### config.mk
export PLATFORM = sky130hd
export DESIGN_NAME = rasta_filter_cepstral
export DESIGN_NICKNAME = d
export VERILOG_FILES = /design/src/sv/rasta_pkg.sv /design/src/sv/rasta_filter_cepstral.sv
export VERILOG_INCLUDE_DIRS = /design/src /design/src/sv
export SDC_FILE = /design/constraint.sdc
export NUM_CORES = 2
export LEC_CHECK = 0
export ABC_AREA = 1
export BUFFER_PORTS_ARGS = -buffer_cell sky130_fd_sc_hd__buf_2
export CAP_MARGIN = 15
export CORE_MARGIN = 3
export CORE_UTILIZATION = 37
export CTS_CLUSTER_SIZE = 25
export DETAILED_ROUTE_END_ITERATION = 7
export GPL_TIMING_DRIVEN = 0
export MAX_ROUTING_LAYER = met4
export PLACE_DENSITY = 0.48
export SYNTH_ARGS = -nofsm -noshare
export SYNTH_HDL_FRONTEND = slang
export SYNTH_SLANG_ARGS = --single-unit
### constraint.sdc
create_clock -name i_clk -period 35.5 [get_ports i_clk]
set_clock_uncertainty 0.05 [all_clocks]
set_input_delay 5.325 -clock i_clk [delete_from_list [all_inputs] [get_ports i_clk]]
set_output_delay 5.325 -clock i_clk [all_outputs]
set_load 0.01 [all_outputs]
### src/sv/assert_macros.svh
// Assertion macros for the RTL of the RASTA filter.
`ifndef ASSERT_MACROS_SVH
`define ASSERT_MACROS_SVH

// The condition must hold at every clock edge outside reset.
`define ASSERT_ALWAYS(label, cond, msg) \
    label: assert property (@(posedge i_clk) disable iff (!i_rst_n) (cond)) \
        else $error(msg);

// When the antecedent holds, the consequent must hold in the next cycle.
`define ASSERT_NEXT(label, ante, cons, msg) \
    label: assert property (@(posedge i_clk) disable iff (!i_rst_n) (ante) |=> (cons)) \
        else $error(msg);

// When the antecedent holds, the consequent must hold in the same cycle.
`define ASSERT_SAME(label, ante, cons, msg) \
    label: assert property (@(posedge i_clk) disable iff (!i_rst_n) (ante) |-> (cons)) \
        else $error(msg);

`endif

### src/sv/rasta_pkg.sv
// Package with the types, constants and filter taps of the RASTA filter.
package rasta_pkg;

    localparam int MAX_COEFFS_DEF = 16;
    localparam int IDX_W          = 4;
    localparam int DATA_W         = 32;
    localparam int COEF_W         = 17;
    localparam int PROD_W         = DATA_W + COEF_W;
    localparam int ACC_W          = 50;
    localparam int FRAC_W         = 15;
    localparam int Q_W            = ACC_W - FRAC_W;
    localparam int STEP_W         = 3;
    localparam int TDATA_IN_W     = 40;
    localparam int TDATA_OUT_W    = 40;

    // Q15 taps: 0.2, 0.1 and 0.98.
    localparam logic signed [COEF_W-1:0] TAP_02 = 17'sd6554;
    localparam logic signed [COEF_W-1:0] TAP_01 = 17'sd3277;
    localparam logic signed [COEF_W-1:0] TAP_FB = 17'sd32113;

    localparam logic [ACC_W-1:0] ROUND_ADD = ACC_W'(16384);

    // Multiply steps, one product per step.
    localparam logic [STEP_W-1:0] STEP_X0   = 3'd0;
    localparam logic [STEP_W-1:0] STEP_X1   = 3'd1;
    localparam logic [STEP_W-1:0] STEP_X3   = 3'd2;
    localparam logic [STEP_W-1:0] STEP_X4   = 3'd3;
    localparam logic [STEP_W-1:0] STEP_Y1   = 3'd4;
    localparam logic [STEP_W-1:0] STEP_LAST = 3'd5;

    localparam logic signed [DATA_W-1:0] SAT_MAX = 32'sh7FFF_FFFF;
    localparam logic signed [DATA_W-1:0] SAT_MIN = 32'sh8000_0000;

    // History of one coefficient index: x1 is the newest past input.
    typedef struct packed {
        logic signed [DATA_W-1:0] y1;
        logic signed [DATA_W-1:0] x4;
        logic signed [DATA_W-1:0] x3;
        logic signed [DATA_W-1:0] x2;
        logic signed [DATA_W-1:0] x1;
    } t_entry;

    typedef enum logic [2:0] {
        ST_IDLE,
        ST_MAC,
        ST_ABS,
        ST_ROUND,
        ST_WB
    } t_state;

endpackage

### src/sv/rasta_filter_cepstral.sv
// A filter transfer runs through the five products of the shared multiplier, the magnitude and
// rounding states and the history write-back before its result is registered on the output; no
// new transfer is taken until then. Clear transfers are taken whenever the FSM is idle.
// Reset (synchronous, active low) idles the FSM, empties the output register and marks all
// history entries invalid, so every history reads as zero until written again.
`include "assert_macros.svh"

module rasta_filter_cepstral #(
    parameter int MAX_COEFFS = rasta_pkg::MAX_COEFFS_DEF
) (
    input  logic                               i_clk,
    input  logic                               i_rst_n,
    // Input stream.
    input  logic                               i_s_tvalid,
    output logic                               o_s_tready,
    // Bits from low: coeff_index [3:0], sample_value [35:4], zero pad [39:36].
    input  logic [rasta_pkg::TDATA_IN_W-1:0]   i_s_tdata,
    // Bits from low: cmd [0].
    input  logic                               i_s_tuser,
    // Output stream.
    output logic                               o_m_tvalid,
    input  logic                               i_m_tready,
    // Bits from low: filtered_value [31:0], out_index [35:32], zero pad [39:36].
    output logic [rasta_pkg::TDATA_OUT_W-1:0]  o_m_tdata
);

    // Address width of the history memory; a single entry still needs one bit.
    localparam int AW = (MAX_COEFFS > 1) ? $clog2(MAX_COEFFS) : 1;

    // ------------------------------------------------------------------
    // Input decode. The cmd bit in tuser selects clearing over filtering.
    // A filter transfer with an index at or above MAX_COEFFS is dropped without any effect.
    // ------------------------------------------------------------------
    logic [rasta_pkg::IDX_W-1:0]         w_in_idx;
    logic signed [rasta_pkg::DATA_W-1:0] w_in_x;
    logic [7:0]                          w_in_idx_ext;
    logic [AW-1:0]                       w_in_addr;
    logic                                w_in_range;
    logic                                w_s_xfer;
    logic                                w_clear;
    logic                                w_start;

    assign w_in_idx     = i_s_tdata[rasta_pkg::IDX_W-1:0];
    assign w_in_x       = i_s_tdata[rasta_pkg::IDX_W +: rasta_pkg::DATA_W];
    assign w_in_idx_ext = 8'(w_in_idx);
    assign w_in_addr    = w_in_idx_ext[AW-1:0];
    assign w_in_range   = int'(w_in_idx) < MAX_COEFFS;
    assign w_s_xfer     = i_s_tvalid && o_s_tready;
    assign w_clear      = w_s_xfer && i_s_tuser;
    assign w_start      = w_s_xfer && !i_s_tuser && w_in_range;

    // ------------------------------------------------------------------
    // Control state machine.
    // ------------------------------------------------------------------
    rasta_pkg::t_state r_state, n_state;
    logic [rasta_pkg::STEP_W-1:0] r_step, n_step;
    logic w_out_free;
    logic w_commit;

    assign w_out_free = !o_m_tvalid || i_m_tready;

    always_ff @(posedge i_clk) begin
        if (!i_rst_n) begin
            r_state <= rasta_pkg::ST_IDLE;
            r_step  <= '0;
        end else begin
            r_state <= n_state;
            r_step  <= n_step;
        end
    end

    always_comb begin
        n_state    = r_state;
        n_step     = r_step;
        o_s_tready = 1'b0;
        w_commit   = 1'b0;
        case (r_state)
            rasta_pkg::ST_IDLE: begin
                o_s_tready = 1'b1;
                n_step     = '0;
                if (w_start) begin
                    n_state = rasta_pkg::ST_MAC;
                end
            end
            rasta_pkg::ST_MAC: begin
                n_step = r_step + 3'd1;
                if (r_step == rasta_pkg::STEP_LAST) begin
                    n_state = rasta_pkg::ST_ABS;
                end
            end
            rasta_pkg::ST_ABS: begin
                n_state = rasta_pkg::ST_ROUND;
            end
            rasta_pkg::ST_ROUND: begin
                n_state = rasta_pkg::ST_WB;
            end
            rasta_pkg::ST_WB: begin
                // Write back and hand the result over once the output register is free.
                if (w_out_free) begin
                    w_commit = 1'b1;
                    n_state  = rasta_pkg::ST_IDLE;
                end
            end
            default: begin
                n_state = rasta_pkg::ST_IDLE;
            end
        endcase
    end

    // ------------------------------------------------------------------
    // History memory: one entry per index holding the four past inputs and
    // the past output. The read is issued at the input transfer and its data
    // is registered; the write-back finishes before the next read, so the
    // same entry is never read and written in overlapping items. A valid bit
    // per entry stands for the all-zero reset and clear value.
    // ------------------------------------------------------------------
    rasta_pkg::t_entry r_mem [MAX_COEFFS];
    rasta_pkg::t_entry r_rd_data;
    logic              r_rd_valid;
    logic [MAX_COEFFS-1:0] r_valid;
    logic [AW-1:0]     r_addr;
    logic [rasta_pkg::IDX_W-1:0] r_idx;
    logic signed [rasta_pkg::DATA_W-1:0] r_x;
    rasta_pkg::t_entry w_hist;
    rasta_pkg::t_entry w_wr_data;
    logic signed [rasta_pkg::DATA_W-1:0] w_y;

    always_ff @(posedge i_clk) begin
        if (w_start) begin
            r_rd_data <= r_mem[w_in_addr];
            r_addr    <= w_in_addr;
            r_idx     <= w_in_idx;
            r_x       <= w_in_x;
        end
        if (w_commit) begin
            r_mem[r_addr] <= w_wr_data;
        end
    end

    always_ff @(posedge i_clk) begin
        if (!i_rst_n) begin
            r_valid    <= '0;
            r_rd_valid <= 1'b0;
        end else begin
            if (w_start) begin
                r_rd_valid <= r_valid[w_in_addr];
            end
            if (w_clear) begin
                r_valid <= '0;
            end else if (w_commit) begin
                r_valid[r_addr] <= 1'b1;
            end
        end
    end

    assign w_hist = r_rd_valid ? r_rd_data : '0;

    // ------------------------------------------------------------------
    // Shared multiplier: one product per step, registered, then summed.
    // ------------------------------------------------------------------
    logic signed [rasta_pkg::DATA_W-1:0] w_op;
    logic signed [rasta_pkg::COEF_W-1:0] w_coef;
    logic signed [rasta_pkg::PROD_W-1:0] r_prod;
    logic signed [rasta_pkg::ACC_W-1:0]  r_acc;

    always_comb begin
        case (r_step)
            rasta_pkg::STEP_X0: begin
                w_op   = r_x;
                w_coef = rasta_pkg::TAP_02;
            end
            rasta_pkg::STEP_X1: begin
                w_op   = w_hist.x1;
                w_coef = rasta_pkg::TAP_01;
            end
            rasta_pkg::STEP_X3: begin
                w_op   = w_hist.x3;
                w_coef = -rasta_pkg::TAP_01;
            end
            rasta_pkg::STEP_X4: begin
                w_op   = w_hist.x4;
                w_coef = -rasta_pkg::TAP_02;
            end
            rasta_pkg::STEP_Y1: begin
                w_op   = w_hist.y1;
                w_coef = rasta_pkg::TAP_FB;
            end
            default: begin
                w_op   = '0;
                w_coef = '0;
            end
        endcase
    end

    always_ff @(posedge i_clk) begin
        if (r_state == rasta_pkg::ST_MAC) begin
            r_prod <= rasta_pkg::PROD_W'(w_op) * rasta_pkg::PROD_W'(w_coef);
            if (r_step == rasta_pkg::STEP_X1) begin
                r_acc <= rasta_pkg::ACC_W'(r_prod);
            end else if (r_step != rasta_pkg::STEP_X0) begin
                r_acc <= r_acc + rasta_pkg::ACC_W'(r_prod);
            end
        end
    end

    // ------------------------------------------------------------------
    // Rounding half away from zero: take the magnitude, add one half of the
    // Q15 step and drop the fraction; then restore the sign and saturate.
    // ------------------------------------------------------------------
    logic                          r_neg;
    logic [rasta_pkg::ACC_W-1:0]   r_mag;
    logic [rasta_pkg::Q_W-1:0]     r_q;
    logic [rasta_pkg::ACC_W-1:0]   w_rsum;

    assign w_rsum = r_mag + rasta_pkg::ROUND_ADD;

    always_ff @(posedge i_clk) begin
        if (r_state == rasta_pkg::ST_ABS) begin
            r_neg <= r_acc[rasta_pkg::ACC_W-1];
            r_mag <= r_acc[rasta_pkg::ACC_W-1] ? unsigned'(-r_acc) : unsigned'(r_acc);
        end
        if (r_state == rasta_pkg::ST_ROUND) begin
            r_q <= w_rsum[rasta_pkg::ACC_W-1:rasta_pkg::FRAC_W];
        end
    end

    // Any magnitude of 2^31 or more clips; for negative sums 2^31 itself is the minimum.
    always_comb begin
        if (r_q[rasta_pkg::Q_W-1:rasta_pkg::DATA_W-1] != '0) begin
            w_y = r_neg ? rasta_pkg::SAT_MIN : rasta_pkg::SAT_MAX;
        end else if (r_neg) begin
            w_y = -signed'(r_q[rasta_pkg::DATA_W-1:0]);
        end else begin
            w_y = signed'(r_q[rasta_pkg::DATA_W-1:0]);
        end
    end

    // Shift the input history by one and store the new output as feedback.
    always_comb begin
        w_wr_data.x1 = r_x;
        w_wr_data.x2 = w_hist.x1;
        w_wr_data.x3 = w_hist.x2;
        w_wr_data.x4 = w_hist.x3;
        w_wr_data.y1 = w_y;
    end

    // ------------------------------------------------------------------
    // Output register. It holds a finished result while the downstream side
    // stalls, and the input side stays open for new transfers meanwhile.
    // ------------------------------------------------------------------
    logic                                 r_out_valid;
    logic signed [rasta_pkg::DATA_W-1:0]  r_out_y;
    logic [rasta_pkg::IDX_W-1:0]          r_out_idx;

    always_ff @(posedge i_clk) begin
        if (!i_rst_n) begin
            r_out_valid <= 1'b0;
        end else if (w_commit) begin
            r_out_valid <= 1'b1;
        end else if (i_m_tready) begin
            r_out_valid <= 1'b0;
        end
    end

    always_ff @(posedge i_clk) begin
        if (w_commit) begin
            r_out_y   <= w_y;
            r_out_idx <= r_idx;
        end
    end

    assign o_m_tvalid = r_out_valid;
    assign o_m_tdata  = {
        {(rasta_pkg::TDATA_OUT_W - rasta_pkg::DATA_W - rasta_pkg::IDX_W){1'b0}},
        r_out_idx, r_out_y
    };

    // ------------------------------------------------------------------
    // Assertions.
    // ------------------------------------------------------------------
    `ASSERT_NEXT(a_clear_empties, w_clear, r_valid == '0, "clear left a valid history entry")
    `ASSERT_SAME(a_commit_in_wb, w_commit,
        r_state == rasta_pkg::ST_WB && w_out_free,
        "write-back outside its state or into a busy output")
    `ASSERT_SAME(a_rise_after_wb, $rose(o_m_tvalid),
        $past(r_state) == rasta_pkg::ST_WB,
        "result appeared without a write-back")
    `ASSERT_ALWAYS(a_step_range,
        r_state != rasta_pkg::ST_MAC || r_step <= rasta_pkg::STEP_LAST,
        "multiply step ran past the last tap")

endmodule
; Yosys cells after proc, flatten, opt, wreduce, memory -nomap -nowiden
; Memories as Yosys holds them, arrays and structs flattened. A register that Yosys moved wholly into a read port is not among the register bits.
; Cells that the tools add are included.
[classes]
n_addsub = 5
n_mul = 1
div_mod_pow = 0
order_cmp = 3
n_eq_ne = 12
shift = 0
muxes = 25
bitwise_logic = 2
n_reduce_logical = 17
[ops]
columns = op, n
row1 = $mux 160, 1
row2 = $pmux 32 s5, 1
row3 = $mux 50, 2
row4 = $mux 32, 3
row5 = $pmux 17 s5, 1
row6 = $add 50x15->50 const B, 1
row7 = $add 50x49->50, 1
row8 = $neg 50->50, 1
row9 = $mul 32x17->49, 1
row10 = $mux 49, 1
row11 = $neg 32->32, 1
row12 = $or 16x16->16, 1
row13 = $pmux 3 s5, 1
row14 = $eq 3x2->1 const B, 4
row15 = $lt 4x5->1 const B, 2
row16 = $eq 3x3->1 const B, 3
row17 = $mux 1, 9
row18 = $mux 3, 3
row19 = $eq 3x1->1 const B, 2
row20 = $logic_not 3->1, 2
row21 = $ne 2x2->1 const B, 3
row22 = $pmux 3 s2, 1
row23 = $reduce_bool 2->1, 3
row24 = $bmux 1 s4, 1
row25 = 12 further kinds, 16
[word_totals]
regBits = 281
latch_bits = 0
ramBits = 2560
mem_bits_ro = 0
inputBits = 45
out_inout_bits = 42
elab_cells = 81
n_memories = 1
[memory_table]
columns = name, words, word_bits, read_ports, rd_ports_with_merged_regs, wr, line_no
row1 = r_mem, 16, 160, 1, 1, 1, rasta_filter_cepstral.sv:117  ; rasta_pkg::t_entry r_mem [MAX_COEFFS];

; Longest topological paths before layout
[logic_depth]
depth_word = 6
ltp_mapped = 38
ltp_nobuf = 37

; Least setup slack after synthesis
; Ideal clock, no wire load.
[synth_timing]
path_type = input to register
startpoint = input port i_m_tready
endpoint = memory r_mem[0][0] in the netlist's numbering (enable)
setup_ns = 0.682
arrival_time_ns = 14.199
required_time_ns = 34.768
setup_slack_ns = 20.569
cell_stages = 4
n_path_buf = 0
cell_sequence = nor2_1 > nor2_1 > nand3_1 > nor2_1
[synth_between]
elab_chain_cells = 5
[synth_rtl]
columns = element, line_no
row1 = start: declaration, rasta_filter_cepstral.sv:22  ; input logic i_m_tready,
row2 = $logic_or 1x1->1, rasta_filter_cepstral.sv:60  ; assign w_out_free = !o_m_tvalid || i_m_tready;
row3 = $mux 1, rasta_filter_cepstral.sv:99  ; if (w_out_free) begin
row4 = $mux 1, rasta_filter_cepstral.sv:77  ; case (r_state)
row5 = via w_commit, rasta_filter_cepstral.sv:58  ; logic w_commit;
row6 = $mux 1, rasta_filter_cepstral.sv:135  ; if (w_commit) begin
row7 = $mux 1 (implied by the code), rasta_filter_cepstral.sv:136  ; r_mem[r_addr] <= w_wr_data;
row8 = end: declaration, rasta_filter_cepstral.sv:117
; The timed path passes the listed nets, and every way through them passes these cells.

==> metrics.log <==
[metrics] fraction of the yosys area taken by sequential cells: ~64%
[metrics] H-tree levels: 5
[metrics] global router's overall resource usage: 29.9%
[metrics] synth cell count leaders: edfxtp_1 (2963), nor2_1 (2037), o21ai_0 (1525)
[metrics] total die area: 0.383 mm^2
[metrics] switching share of power: 46.8%
[metrics] Final Hold Fails: 0
[metrics] Max VDD drop: 250 uV
[metrics] switching pwr: 7.59 mW
[metrics] Post CTS Setup Buffer Count: 0
[metrics] logic gate share of total power: 52.8%
[metrics] largest area contributor in the synthesized netlist: edfxtp_1
[metrics] data arrival time of the critical path: 11.68 ns
[metrics] Clk network pwr share: 20.7%
[metrics] maximum number of pins on one net before global-route repair: 107
[metrics] RD Place Congestion: 0.951
[metrics] most prevalent standard cell on the critical path: nand2_1
[metrics] synthesized instance count: 11.6k
[metrics] multiplexer share of the synthesized area: less than 1%
[metrics] Critical Path End Type: register
[metrics] peak clock frequency supported by timing: 90.2 MHz
[metrics] Least-Margin Pin Slew: 1.45 ns
[metrics] worst-case headroom to the max-slew limit: 3.59%
[metrics] detailed placement HPWL: between 400000 and 500000 um
[metrics] Detailed Routing Iterations Pass 1: 8
[metrics] first-pass GRT wire length: 779000 um
[metrics] cell area power density: 101 mW/mm^2
[metrics] Synth Area in Adders: 9.04%
[metrics] Hold Crit Class: register to register
[metrics] final number of setup-violating endpoints: 0
[metrics] DRC violation total after the first TritonRoute iteration: 13.4k
[metrics] most frequent cell after synthesis: edfxtp_1
[metrics] filler cell count: between 30k and 40k
[metrics] simple-gate share of the synthesized area: 9.88%
[metrics] cell at the slowest stage of the critical path: buf_2
[metrics] share of final-layout standard cells stronger than drive strength 1: between 7 and 8%
[metrics] clock insertion delay at the later pin of the skew report: roughly 0.95 ns
[metrics] cell types occupying the most area after synthesis: edfxtp_1 (64%), fa_1 (7.5%), nor2_1 (5.5%)
[metrics] width of the chip: 619 um
[metrics] dominant combinational cell family by area after synthesis: compound AO/OA/AOI/OAI gates
[metrics] max-capacitance violation count: 0
[metrics] Congestion Overflow GR: 0
[metrics] clock root cell: clkbuf_16
[metrics] mean instance size in the synthesized netlist: around 12 um^2
[metrics] number of nets in the layout: approximately 13k
[metrics] cell area after synthesis: 0.139 mm^2
[metrics] Setup TNS: 0 ns
[metrics] starting density of the core: 37.3%
[metrics] number of CTS-inserted buffers: 335
[metrics] number of buffers inserted by port buffering: 78
[metrics] number of global-route vias before repair: 97.8k
[metrics] clock edge transition at the registers on the reported setup and hold paths: 0.06 ns
[metrics] Post-CTS Resized: 0
[metrics] area added between synthesis and finish: 15.4%
[metrics] clock tree from TritonCTS: done
[metrics] number of enable-type register cells in the synthesized netlist: 2963
[metrics] Hold Slack: about 0.43 ns
[metrics] number of distinct library cells after synthesis: 52
[metrics] number of flip-flops and latches in the synthesized netlist: between 2k and 3k
[metrics] run status: completed
[metrics] shortest clock period the worst path allows after layout: 11.09 ns
[metrics] primary flip-flop cell chosen by synthesis mapping: edfxtp_1
[metrics] via count: 101k
[metrics] vias per inst: 5.74
[metrics] biggest fanout along the worst timing path: 17
[metrics] Post-CTS Hold Fix Bufs: 0
[metrics] leakage power: slightly below 60 nW
[metrics] async set-or-reset flop fraction in the synthesized netlist: 0%
[metrics] die height: 619 um
[metrics] floorplan core area: around 0.37 mm^2
[metrics] Cell Int Power: 8.62 mW
[metrics] post-DR wirelength/cell: 32.4 um
[metrics] ANT nets after route: 0
[metrics] WL final: 568000 um
[metrics] Compound-Gate Fraction of Synth Area: 11.0%
[metrics] maximum single-stage delay on the critical path: 0.82 ns
[metrics] Critical Path Start Type: register
[metrics] category of the most critical setup path: register to register
[metrics] number of antenna violations at the first check in global routing: 51
[metrics] buffers from clock root to sink, at most: 4
[metrics] area taken by flip-flops and latches: just under 0.09 mm^2
[metrics] IO Pins: 87
[metrics] number of rows in the core area: 224
[metrics] DRC violations left: 0
[metrics] share of the clock period used by the worst path after layout: a little under a third
[metrics] CTS sink cnt: 2987
[metrics] Final Max Slew Viols: 0
[metrics] critical path required time: 36.10 ns
[metrics] xor and xnor fraction of the mapped netlist area: 0.913%
[metrics] sequential power share: a little over a quarter
[metrics] number of warnings issued by yosys: 0
[metrics] area share of the leading cell type in the synthesized netlist: 64.0%
[metrics] setup repair after global routing missed its margin: no
[metrics] area of the multi-input gates: 0.0433 mm^2
[flip-flops by register name, indices dropped and copies added, names as in the netlist, 3 cells and up]
register and cells:
r_idx 4, r_step 3, r_out_y 32, r_acc 50, r_prod 49, r_valid 16, r_out_idx 4, r_rd_data 160
r_q 35, r_x 32, r_mag 36, r_mem 2560, r_state 3
[power by group through the flow]
stage / clock, mW / combinational (mW) / sequential [mW]
floorplan: 0 / 4.89 / 4.31
global placement: 0 / 8.35 / 4.37
detailed placement: 0 / 8.34 / 4.36
CTS: 3.39 / 8.39 / 4.29
global route: 3.53 / 9.35 / 4.29
finish: 3.36 / 8.56 / 4.29
[area by class of cell]
type,instances,share of cell area [%]
clock buffers,430,5.56
well taps,4972,3.88
multi-input cells,6945,27.0
inverters,1103,2.59
flip-flops and latches,2987,55.7
repair buffers,281,2.74
plain buffers,615,1.58
clock inverters,164,0.897
diodes,39,0.0608
[routing by layer]
metal	vias up	part of all wire (%)	track usage (%)
met3	1012	9.7	6.45
li1	42500	-	-
met4	0	4.5	12.0
met1	52000	42	40.5
met5	-	0	-
met2	5269	44	43.6
[critical path: cells and delay by family, from the launching register on]
kind | cells | cell delay, ns
fa+ha+maj | 7 | 3.70
simple gates | 11 | 2.71
buf+inv | 7 | 2.52
compound gates | 4 | 1.08
flops | 1 | 0.64
[worst paths after layout]
path | from | to | slack, ns | depth (start not counted)
worst max-delay path | r_rd_valid | r_prod[44] | 24.41 | 29
worst min-delay path | r_valid[9] | r_valid[9] | 0.43 | 2
worst max register to register | r_rd_valid | r_prod[44] | 24.41 | 29
worst min register to register | r_valid[9] | r_valid[9] | 0.43 | 2
[cells in the final DEF, fill, tap and decap left out, types with 34 or more instances in the layout]
cell type,netlist,layout
clkinv_2,0,45
buf_12,0,133
clkbuf_1,477,537
buf_2,84,164
xor2_1,93,84
o211ai_1,96,96
nor2_1,2037,2017
buf_8,0,34
clkbuf_16,0,342
nand3_1,242,242
diode_2,0,39
a21oi_1,156,154
ha_1,176,176
clkinv_1,3,70
xnor2_1,52,49
nor3_1,48,47
buf_1,36,34
edfxtp_1,2963,2963
o221ai_1,314,314
nand2_1,1032,1032
fa_1,518,518
o22ai_1,423,423
nand4_1,55,55
inv_1,1080,1079
o21ai_0,1525,1523
[cell families after synthesis]
group | after synthesis
fa+ha+maj | 694
flops | 2987
compound gates | 2618
mux | 11
xor+xnor | 145
simple gates | 3473
other cells | 1
buf+inv | 1718
[per-stage QoR]
stage	total power, mW	area (um^2)	util [%]	cells	setup WS, ns
2_1_floorplan	9.20	139000	-	11700	20.57
3_3_place_gp	12.7	146000	39.0	16700	8.38
3_5_place_dp	12.7	150000	40.2	16900	25.01
4_1_cts	16.1	160000	42.9	17500	24.97
5_1_grt	17.2	160000	43.0	17500	24.47
6_report	16.2	161000	43.0	17500	24.41
(Power assumes the default switching activity.)
